## src/rtl/bid_pkg.sv

```systemverilog
// Shared types, command codes and defaults for the bounded indexed deque.
`default_nettype none
package bid_pkg;

  localparam int DEPTH_DEF  = 64;
  localparam int DATA_W_DEF = 32;

  localparam int CMD_W  = 4;
  localparam int POS_W  = 7;
  localparam int VAL_W  = 32;
  localparam int STAT_W = 2;
  localparam int CNT_W  = 7;

  localparam logic [CMD_W-1:0] CMD_PUSH_FRONT = 4'd0;
  localparam logic [CMD_W-1:0] CMD_PUSH_BACK  = 4'd1;
  localparam logic [CMD_W-1:0] CMD_POP_FRONT  = 4'd2;
  localparam logic [CMD_W-1:0] CMD_POP_BACK   = 4'd3;
  localparam logic [CMD_W-1:0] CMD_READ       = 4'd4;
  localparam logic [CMD_W-1:0] CMD_INSERT     = 4'd5;
  localparam logic [CMD_W-1:0] CMD_REMOVE     = 4'd6;
  localparam logic [CMD_W-1:0] CMD_REVERSE    = 4'd7;
  localparam logic [CMD_W-1:0] CMD_DEC_ALL    = 4'd8;
  localparam logic [CMD_W-1:0] CMD_INC_ALL    = 4'd9;
  localparam logic [CMD_W-1:0] CMD_CLEAR      = 4'd10;

  localparam logic [STAT_W-1:0] STAT_OK    = 2'd0;
  localparam logic [STAT_W-1:0] STAT_RANGE = 2'd1;
  localparam logic [STAT_W-1:0] STAT_FULL  = 2'd2;

  localparam logic [VAL_W-1:0] VAL_FAIL = '1;

  typedef enum logic [2:0] {
    ST_IDLE,
    ST_FETCH,
    ST_CAPT,
    ST_RD,
    ST_WR,
    ST_WR2,
    ST_PUT
  } state_t;

endpackage
`default_nettype wire

```

## src/rtl/bid_if.sv

```systemverilog
// Request and result channel interfaces of the deque.
`default_nettype none
interface bid_in_if
  import bid_pkg::*;
();
  logic                     valid;
  logic                     ready;
  logic [CMD_W-1:0]         cmd;
  logic [POS_W-1:0]         position;
  logic signed [VAL_W-1:0]  value;

  modport source (output valid, cmd, position, value, input ready);
  modport sink   (input valid, cmd, position, value, output ready);
endinterface

interface bid_out_if
  import bid_pkg::*;
();
  logic                     valid;
  logic                     ready;
  logic signed [VAL_W-1:0]  result_value;
  logic [STAT_W-1:0]        status;
  logic [CNT_W-1:0]         count;

  modport source (output valid, result_value, status, count, input ready);
  modport sink   (input valid, result_value, status, count, output ready);
endinterface
`default_nettype wire

```

## src/rtl/bounded_indexed_deque.sv

```systemverilog
// Bounded deque with indexed access: sequencer driving the word store.
// Read fetches the word; pop and remove fetch it, then move each later word down;
// push front and insert move each word from the position up, then put the new word;
// reverse swaps pairs from both ends inward; increment and decrement update each
// word held; clear, push back, failures and unused codes move no words. One request
// at a time; every move, swap and update goes through the single store write port.
// Reset clears the count and control state; stored words are not cleared.
`default_nettype none
module bounded_indexed_deque
  import bid_pkg::*;
#(
  parameter int DEPTH      = DEPTH_DEF,
  parameter int DATA_WIDTH = DATA_W_DEF
) (
  input  wire logic  clk,
  input  wire logic  rst_n,
  bid_in_if.sink     in_ch,
  bid_out_if.source  out_ch
);

  localparam int AW = $clog2(DEPTH);
  localparam int CW = $clog2(DEPTH + 1);
  localparam int PW = (CW > POS_W) ? CW : POS_W;

  state_t                 state_r, state_nxt;
  logic [CMD_W-1:0]       op_r, op_nxt;
  logic [CW-1:0]          i_r, i_nxt;
  logic [CW-1:0]          j_r, j_nxt;
  logic [CW-1:0]          lim_r, lim_nxt;
  logic [CW-1:0]          cnt_r, cnt_nxt;
  logic [DATA_WIDTH-1:0]  wval_r, wval_nxt;
  logic [VAL_W-1:0]       res_r, res_nxt;
  logic                   ov_r, ov_nxt;
  logic [VAL_W-1:0]       oval_r, oval_nxt;
  logic [STAT_W-1:0]      ostat_r, ostat_nxt;
  logic [CNT_W-1:0]       ocnt_r, ocnt_nxt;

  logic                   mem_we, mem_re;
  logic [AW-1:0]          mem_waddr, mem_ra, mem_rb;
  logic [DATA_WIDTH-1:0]  mem_wdata, rd_a, rd_b;

  logic [CW-1:0]          i_m1, i_p1;
  logic [CW:0]            i_p1w, i_p2w, cnt_w, j_w, lim_p1w;
  logic [PW-1:0]          pos_e, cnt_e;
  logic                   accept, is_full;
  logic [VAL_W-1:0]       rd_out;

  assign i_m1    = i_r - CW'(1);
  assign i_p1    = i_r + CW'(1);
  assign i_p1w   = {1'b0, i_r} + (CW+1)'(1);
  assign i_p2w   = {1'b0, i_r} + (CW+1)'(2);
  assign cnt_w   = {1'b0, cnt_r};
  assign j_w     = {1'b0, j_r};
  assign lim_p1w = {1'b0, lim_r} + (CW+1)'(1);
  assign pos_e   = PW'(in_ch.position);
  assign cnt_e   = PW'(cnt_r);
  assign is_full = (cnt_w == (CW+1)'(DEPTH));
  assign rd_out  = VAL_W'(signed'(rd_a));

  assign in_ch.ready = (state_r == ST_IDLE) && !ov_r;
  assign accept      = in_ch.valid && in_ch.ready;

  assign out_ch.valid        = ov_r;
  assign out_ch.result_value = oval_r;
  assign out_ch.status       = ostat_r;
  assign out_ch.count        = ocnt_r;

  bid_mem #(
    .DEPTH      (DEPTH),
    .DATA_WIDTH (DATA_WIDTH)
  ) u_mem (
    .clk     (clk),
    .we      (mem_we),
    .waddr   (mem_waddr),
    .wdata   (mem_wdata),
    .re      (mem_re),
    .raddr_a (mem_ra),
    .raddr_b (mem_rb),
    .rdata_a (rd_a),
    .rdata_b (rd_b)
  );

  always_ff @(posedge clk) begin
    if (!rst_n) begin
      state_r <= ST_IDLE;
      cnt_r   <= '0;
      ov_r    <= 1'b0;
    end else begin
      state_r <= state_nxt;
      cnt_r   <= cnt_nxt;
      ov_r    <= ov_nxt;
    end
  end

  always_ff @(posedge clk) begin
    op_r    <= op_nxt;
    i_r     <= i_nxt;
    j_r     <= j_nxt;
    lim_r   <= lim_nxt;
    wval_r  <= wval_nxt;
    res_r   <= res_nxt;
    oval_r  <= oval_nxt;
    ostat_r <= ostat_nxt;
    ocnt_r  <= ocnt_nxt;
  end

  always_comb begin
    logic             fin;
    logic [VAL_W-1:0] fin_val;
    logic [STAT_W-1:0] fin_stat;
    fin       = 1'b0;
    fin_val   = '0;
    fin_stat  = STAT_OK;
    state_nxt = state_r;
    op_nxt    = op_r;
    i_nxt     = i_r;
    j_nxt     = j_r;
    lim_nxt   = lim_r;
    cnt_nxt   = cnt_r;
    wval_nxt  = wval_r;
    res_nxt   = res_r;
    ov_nxt    = ov_r && !out_ch.ready;
    oval_nxt  = oval_r;
    ostat_nxt = ostat_r;
    ocnt_nxt  = ocnt_r;
    mem_we    = 1'b0;
    mem_waddr = i_r[AW-1:0];
    mem_wdata = rd_a;
    mem_re    = 1'b0;
    mem_ra    = i_r[AW-1:0];
    mem_rb    = j_r[AW-1:0];

    case (state_r)
      ST_IDLE: begin
        if (accept) begin
          op_nxt   = in_ch.cmd;
          wval_nxt = DATA_WIDTH'(in_ch.value);
          res_nxt  = '0;
          case (in_ch.cmd)
            CMD_PUSH_FRONT, CMD_PUSH_BACK, CMD_INSERT: begin
              if (in_ch.cmd == CMD_INSERT && pos_e > cnt_e) begin
                fin = 1'b1; fin_val = VAL_FAIL; fin_stat = STAT_RANGE;
              end else if (is_full) begin
                fin = 1'b1; fin_val = VAL_FAIL; fin_stat = STAT_FULL;
              end else begin
                i_nxt = cnt_r;
                if (in_ch.cmd == CMD_PUSH_FRONT) begin
                  lim_nxt = '0;
                end else if (in_ch.cmd == CMD_PUSH_BACK) begin
                  lim_nxt = cnt_r;
                end else begin
                  lim_nxt = CW'(in_ch.position);
                end
                state_nxt = (cnt_r > lim_nxt) ? ST_RD : ST_PUT;
              end
            end
            CMD_POP_FRONT, CMD_POP_BACK: begin
              if (cnt_r == '0) begin
                fin = 1'b1; fin_val = VAL_FAIL; fin_stat = STAT_RANGE;
              end else begin
                i_nxt     = (in_ch.cmd == CMD_POP_FRONT) ? '0 : cnt_r - CW'(1);
                state_nxt = ST_FETCH;
              end
            end
            CMD_READ, CMD_REMOVE: begin
              if (pos_e >= cnt_e) begin
                fin = 1'b1; fin_val = VAL_FAIL; fin_stat = STAT_RANGE;
              end else begin
                i_nxt     = CW'(in_ch.position);
                state_nxt = ST_FETCH;
              end
            end
            CMD_REVERSE: begin
              i_nxt = '0;
              j_nxt = cnt_r - CW'(1);
              if (cnt_w >= (CW+1)'(2)) begin
                state_nxt = ST_RD;
              end else begin
                fin = 1'b1;
              end
            end
            CMD_DEC_ALL, CMD_INC_ALL: begin
              i_nxt = '0;
              if (cnt_r != '0) begin
                state_nxt = ST_RD;
              end else begin
                fin = 1'b1;
              end
            end
            CMD_CLEAR: begin
              cnt_nxt = '0;
              fin     = 1'b1;
            end
            default: begin
              fin = 1'b1;
            end
          endcase
        end
      end

      ST_FETCH: begin
        mem_re    = 1'b1;
        state_nxt = ST_CAPT;
      end

      ST_CAPT: begin
        if (op_r != CMD_REMOVE) begin
          res_nxt = rd_out;
        end
        if (op_r == CMD_READ) begin
          fin     = 1'b1;
          fin_val = rd_out;
        end else if (i_p1w < cnt_w) begin
          state_nxt = ST_RD;
        end else begin
          cnt_nxt = cnt_r - CW'(1);
          fin     = 1'b1;
          fin_val = res_nxt;
        end
      end

      ST_RD: begin
        mem_re = 1'b1;
        case (op_r)
          CMD_PUSH_FRONT, CMD_PUSH_BACK, CMD_INSERT: mem_ra = i_m1[AW-1:0];
          CMD_POP_FRONT, CMD_POP_BACK, CMD_REMOVE:   mem_ra = i_p1[AW-1:0];
          default:                                   mem_ra = i_r[AW-1:0];
        endcase
        state_nxt = ST_WR;
      end

      ST_WR: begin
        mem_we = 1'b1;
        case (op_r)
          CMD_PUSH_FRONT, CMD_PUSH_BACK, CMD_INSERT: begin
            // move one word up, towards the back
            i_nxt     = i_m1;
            state_nxt = ({1'b0, i_r} > lim_p1w) ? ST_RD : ST_PUT;
          end
          CMD_POP_FRONT, CMD_POP_BACK, CMD_REMOVE: begin
            i_nxt = i_p1;
            if (i_p2w < cnt_w) begin
              state_nxt = ST_RD;
            end else begin
              cnt_nxt = cnt_r - CW'(1);
              fin     = 1'b1;
              fin_val = res_r;
            end
          end
          CMD_REVERSE: begin
            mem_wdata = rd_b;
            state_nxt = ST_WR2;
          end
          default: begin
            mem_wdata = (op_r == CMD_DEC_ALL) ? rd_a - DATA_WIDTH'(1)
                                              : rd_a + DATA_WIDTH'(1);
            i_nxt = i_p1;
            if (i_p1w < cnt_w) begin
              state_nxt = ST_RD;
            end else begin
              fin = 1'b1;
            end
          end
        endcase
      end

      ST_WR2: begin
        mem_we    = 1'b1;
        mem_waddr = j_r[AW-1:0];
        i_nxt     = i_p1;
        j_nxt     = j_r - CW'(1);
        if (i_p2w < j_w) begin
          state_nxt = ST_RD;
        end else begin
          fin = 1'b1;
        end
      end

      ST_PUT: begin
        mem_we    = 1'b1;
        mem_waddr = lim_r[AW-1:0];
        mem_wdata = wval_r;
        cnt_nxt   = cnt_r + CW'(1);
        fin       = 1'b1;
      end

      default: begin
        state_nxt = ST_IDLE;
      end
    endcase

    if (fin) begin
      state_nxt = ST_IDLE;
      ov_nxt    = 1'b1;
      oval_nxt  = fin_val;
      ostat_nxt = fin_stat;
      ocnt_nxt  = CNT_W'(cnt_nxt);
    end
  end

  a_out_only_idle: assert property (@(posedge clk) disable iff (!rst_n)
    ov_r |-> state_r == ST_IDLE)
    else $error("result pending while sequencer busy");

  a_count_bound: assert property (@(posedge clk) disable iff (!rst_n)
    cnt_w <= (CW+1)'(DEPTH))
    else $error("word count beyond depth");

  a_accept_moves: assert property (@(posedge clk) disable iff (!rst_n)
    accept |=> (state_r != ST_IDLE) || ov_r)
    else $error("request accepted without work or result");

  a_write_states: assert property (@(posedge clk) disable iff (!rst_n)
    mem_we |-> (state_r == ST_WR || state_r == ST_WR2 || state_r == ST_PUT))
    else $error("store written outside a write step");

endmodule
`default_nettype wire

```

## src/rtl/bid_mem.sv

```systemverilog
// Word store: one write port, two registered read ports.
`default_nettype none
module bid_mem
  import bid_pkg::*;
#(
  parameter int DEPTH      = DEPTH_DEF,
  parameter int DATA_WIDTH = DATA_W_DEF,
  localparam int AW        = $clog2(DEPTH)
) (
  input  wire logic                  clk,
  input  wire logic                  we,
  input  wire logic [AW-1:0]         waddr,
  input  wire logic [DATA_WIDTH-1:0] wdata,
  input  wire logic                  re,
  input  wire logic [AW-1:0]         raddr_a,
  input  wire logic [AW-1:0]         raddr_b,
  output logic      [DATA_WIDTH-1:0] rdata_a,
  output logic      [DATA_WIDTH-1:0] rdata_b
);

  logic [DATA_WIDTH-1:0] mem [DEPTH];

  always_ff @(posedge clk) begin
    if (we) begin
      mem[waddr] <= wdata;
    end
  end

  always_ff @(posedge clk) begin
    if (re) begin
      rdata_a <= mem[raddr_a];
      rdata_b <= mem[raddr_b];
    end
  end

endmodule
`default_nettype wire
```

## src/flat_wrapper.sv

```systemverilog
// flat-port wrapper written by rule: the top's interface ports become plain ports
module bounded_indexed_deque_flat import bid_pkg::*;
#(
  parameter int DEPTH      = DEPTH_DEF,
  parameter int DATA_WIDTH = DATA_W_DEF
)
  (clk, rst_n, in_ch_valid, in_ch_cmd, in_ch_position, in_ch_value, in_ch_ready, out_ch_valid, out_ch_result_value, out_ch_status, out_ch_count, out_ch_ready);
  bid_in_if in_ch_i ();
  bid_out_if out_ch_i ();
  input  wire logic clk;
  input  wire logic rst_n;
  input wire logic [$bits(in_ch_i.valid)-1:0] in_ch_valid;
  input wire logic [$bits(in_ch_i.cmd)-1:0] in_ch_cmd;
  input wire logic [$bits(in_ch_i.position)-1:0] in_ch_position;
  input wire logic [$bits(in_ch_i.value)-1:0] in_ch_value;
  output wire logic [$bits(in_ch_i.ready)-1:0] in_ch_ready;
  output wire logic [$bits(out_ch_i.valid)-1:0] out_ch_valid;
  output wire logic [$bits(out_ch_i.result_value)-1:0] out_ch_result_value;
  output wire logic [$bits(out_ch_i.status)-1:0] out_ch_status;
  output wire logic [$bits(out_ch_i.count)-1:0] out_ch_count;
  input wire logic [$bits(out_ch_i.ready)-1:0] out_ch_ready;
  assign in_ch_i.valid = in_ch_valid;
  assign in_ch_i.cmd = in_ch_cmd;
  assign in_ch_i.position = in_ch_position;
  assign in_ch_i.value = in_ch_value;
  assign in_ch_ready = in_ch_i.ready;
  assign out_ch_valid = out_ch_i.valid;
  assign out_ch_result_value = out_ch_i.result_value;
  assign out_ch_status = out_ch_i.status;
  assign out_ch_count = out_ch_i.count;
  assign out_ch_i.ready = out_ch_ready;
  bounded_indexed_deque #(.DEPTH(DEPTH), .DATA_WIDTH(DATA_WIDTH)) u_core (.clk(clk), .rst_n(rst_n), .in_ch(in_ch_i), .out_ch(out_ch_i));
endmodule
```

## config.mk

```make
export PLATFORM = sky130hd
export DESIGN_NAME = bounded_indexed_deque_flat
export DESIGN_NICKNAME = d
export VERILOG_FILES = /design/src/rtl/bid_pkg.sv /design/src/rtl/bid_if.sv /design/src/rtl/bounded_indexed_deque.sv /design/src/rtl/bid_mem.sv /design/src/flat_wrapper.sv
export SDC_FILE = /design/constraint.sdc
export NUM_CORES = 2
export LEC_CHECK = 0
export ABC_AREA = 1
export BUFFER_PORTS_ARGS = -buffer_cell sky130_fd_sc_hd__buf_4
export CORE_MARGIN = 1.5
export CORE_UTILIZATION = 35
export DETAILED_ROUTE_END_ITERATION = 10
export PLACE_DENSITY = 0.56
export RECOVER_POWER = 25
export SLEW_MARGIN = 5
export SYNTH_ARGS = -nofsm -noshare
export SYNTH_HDL_FRONTEND = slang
export SYNTH_HIERARCHICAL = 1
export SYNTH_SLANG_ARGS = --single-unit
export TNS_END_PERCENT = 10
```

## constraint.sdc

```tcl
create_clock -name clk -period 7.6 [get_ports clk]
set_clock_uncertainty 0.1 [all_clocks]
set_input_delay 0.38 -clock clk [delete_from_list [all_inputs] [get_ports clk]]
set_output_delay 0.38 -clock clk [all_outputs]
set_load 0.01 [all_outputs]
```

==> metrics <==
Cell Area, Synth around 0.12 mm²; CP endpoint kind flip-flop; via density per instance 5.80; IO buf count 89; WL/cell about 26 µm; height of the die about 580 µm; Setup CP Type reg -> reg; nets about 13000; met3 wire len 55.3 mm; total track usage 0.264; worst-skew pair later-pin latency ~0.94 ns; Area Growth Syn to Fin 10.9%; synth top area cells edfxtp_1 58%, nand3_1 17%, nand2_1 16%; Worst Hold End u_core/wval_r[9]; Final period util 0.878; violated checks capacitance limit, slew limit; Power Dens Cells 373 mW/mm²; fin. max-slew vios ~1300; RR Startpoint u_core/op_r[0]; TritonCTS clock tree yes; Inserted Clock Buffers 246; routability cong. about 0.95; DRC 0; CTS clk-pin slew, worst paths around 0.060 ns; minimum clock period around 6.7 ns; clk sinks ~2300; post-synth top area share 0.580; Max Clock Freq around 0.15 GHz; MaxCap Viol Count 26; Hold WC Path Type in -> reg; status complete, but fails checks; hpwl dp 254 mm; setup tns final 0 ns; R2R Setup Slk around 0.93 ns; Post-synth EDFFs 2242; first-pass GRT wire length roughly 650 mm; #FFs+latches synth between 2000 and 2500; grt total ovfl 0; Worst R2R End u_core/u_mem/mem[7][1]; yosys warns 6; vias after detailed routing 100000; cts repair resizes 0; compound-gate portion of the synthesized area 0.0165; antenna violations before repair 22; share of cells above drive strength 1 0.0607; sequential area share after synthesis 0.582; hold slack ~0.08 ns; count of final setup violators 0; vias in the first global route about 92000; mux share of post-synthesis cell area 0.0000862; RSZ-0062 raised after global routing false; Mapped Cells ~13000; H-tree levels 4; area of the die 0.335 mm²; Post-synth top cells 4946 x nand2_1, 3904 x nand3_1, 2242 x edfxtp_1, 559 x buf_2, 204 x nor2_1; LEAKAGE 48.3 nW; Synth Flop Type edfxtp_1; largest family of logic cells by synthesized area simple AND/OR/NAND/NOR gates; WHS Path Cells 2; area leader, netlist edfxtp_1; Final ANT Viol Nets 0; Async SR Flop Fraction 0; critical path peak fanout 33; Peak VDD IR roughly 0.00042 V; Hold Startpoint in_ch_value[9]; placed insts between 15000 and 20000; DRT iter0 DRCs 14500; worst reg-to-reg path cell count 10; clock tree buffer depth 4; wl on met1 roughly 180 mm; largest net degree at the start of global routing between 150 and 200; Non-Filler Instances 17300; syn avg cell area 8.94 µm²; Row Count ~210; crit path DAT 6.94 ns; Post-Synth XOR/XNOR Area 0.00249; met2 WL a little under 200 mm; I/O pins 90; Worst Path Required 7.87 ns; pre-CTS setup slack slightly above 2 ns; Slew headroom -2.15; post-synthesis adder-cell area fraction 0.00868; top sig layer met5; Worst Tran Pin Value roughly 4.7 ns; synth unique cells 58; synthesized net count around 13000; drt pass-1 iters 8; setup ws final approximately 0.93 ns; Synth Area in Simple Gates 0.341; total design power around 48 mW; root buf cell clkbuf_16; Starting Density 0.352; final hold violation count 0; # fillers 32400; Critical Path Source Type flip-flop; most frequent cell after synthesis nand2_1; chip width ~580 µm; core region area roughly 0.33 mm²; routed wire length 456 mm
==> critical path, cell delays in order, from the launching register on <==
cell	delay, ns
edfxtp_1	0.41
inv_1	0.08
nand2_2	0.10
nand3_2	0.19
inv_2	0.11
nor2_1	1.71
inv_2	0.92
o211ai_1	0.31
o21ai_0	0.26
o221ai_4	0.23
clkbuf_1	1.62
==> through the flow <==
stage	cell area [µm²]	util
global placement	121000	0.366
finish	129000	0.390
detailed placement	121000	0.366
floorplan	116000	-
global route	129000	0.390
CTS	129000	0.391
==> registers in the layout, indices dropped and copies added, names as in the netlist <==
| name | count |
|---|---|
| u_core/cnt_e | 7 |
| u_core/i_r | 7 |
| u_core/j_r | 7 |
| u_core/lim_r | 7 |
| u_core/op_r | 4 |
| u_core/out_ch.count | 7 |
| u_core/out_ch.result_value | 32 |
| u_core/out_ch.status | 2 |
| u_core/out_ch.valid | 1 |
| u_core/res_r | 32 |
| u_core/state_r | 3 |
| u_core/u_mem/mem | 2048 |
| u_core/u_mem/rdata_a | 32 |
| u_core/u_mem/rdata_b | 32 |
| u_core/wval_r | 32 |
==> power breakdown <==
group	internal (mW)	leakage [nW]	total [mW]	switching, mW
Clock	6.88	3.85	12.0	5.10
Sequential	16.0	20.3	16.4	0.381
Combinational	4.44	24.1	19.6	15.2
==> how the worst max path moves through the flow <==
| stage | startpoint | endpoint | slack, ns | cells past startpoint |
|---|---|---|---|---|
| after floorplan | u_core/state_r[0] | u_core/u_mem/rdata_a[19] | 1.72 | 18 |
| after global placement | u_core/state_r[0] | u_core/u_mem/rdata_a[31] | 2.09 | 16 |
| after detailed placement | u_core/state_r[0] | u_core/u_mem/rdata_a[31] | 2.03 | 16 |
| after CTS | u_core/state_r[0] | u_core/u_mem/rdata_a[31] | 1.98 | 16 |
| after global routing | u_core/op_r[0] | u_core/u_mem/mem[7][1] | 0.84 | 10 |
| final | u_core/op_r[0] | u_core/u_mem/mem[7][1] | 0.93 | 10 |
==> timing repair <==
item,4_1_cts,5_1_grt
hold endpoints to repair,61,0
hold buffers,48,0
setup buffers,0,0
==> cells in the final DEF (no fill, tap or decap), types with 7 or more instances in the layout <==
master,n
clkbuf_1,115
o21ai_1,12
nor3_1,36
clkbuf_16,250
nor2_4,64
nand3_2,16
nand4_1,15
o22ai_1,17
o2111ai_1,14
dfxtp_1,11
o211ai_1,17
a211oi_1,12
nor2_2,8
dlygate4sd3_1,48
inv_2,12
nor2_1,148
a31oi_1,12
xor2_1,27
o221ai_1,19
bufinv_16,26
clkbuf_2,10
nand3_1,3891
ha_1,79
nand2_1,4947
clkinv_1,52
buf_12,56
o21ai_0,67
clkinvlp_4,7
diode_2,7
buf_4,196
inv_1,198
a21oi_1,92
clkbuf_4,31
clkinv_2,52
edfxtp_1,2242
==> routing by layer <==
layer | track usage | up-vias
met5 | 0.00355 | -
met4 | 0.132 | 4
met3 | 0.0635 | 1103
met1 | 0.358 | 48300
li1 | - | 44400
met2 | 0.392 | 6422
==> layout make-up <==
| class | count | area [µm²] | area share |
|---|---|---|---|
| sequential | 2253 | 67500 | 0.524 |
| multi-input combinational | 9572 | 43400 | 0.337 |
| clock buffer | 300 | 6470 | 0.0502 |
| tap | 4366 | 5460 | 0.0424 |
| timing repair buffer | 409 | 3610 | 0.0280 |
| clock inverter | 143 | 1370 | 0.0106 |
| inverter | 224 | 926 | 0.00719 |
| antenna | 7 | 17.5 | 0.000136 |
==> kinds of logic (layout without fill, tap and decap cells) <==
logic type      count (synthesis)  count (layout)
simple gates                 9154            9154
flops                        2253            2253
buf+inv                      1168            1076
compound gates                304             304
fa+ha+maj                      80              80
xor+xnor                       33              33
mux                             1               1
other cells                     0               7
Power figures use the tool's default switching activity.
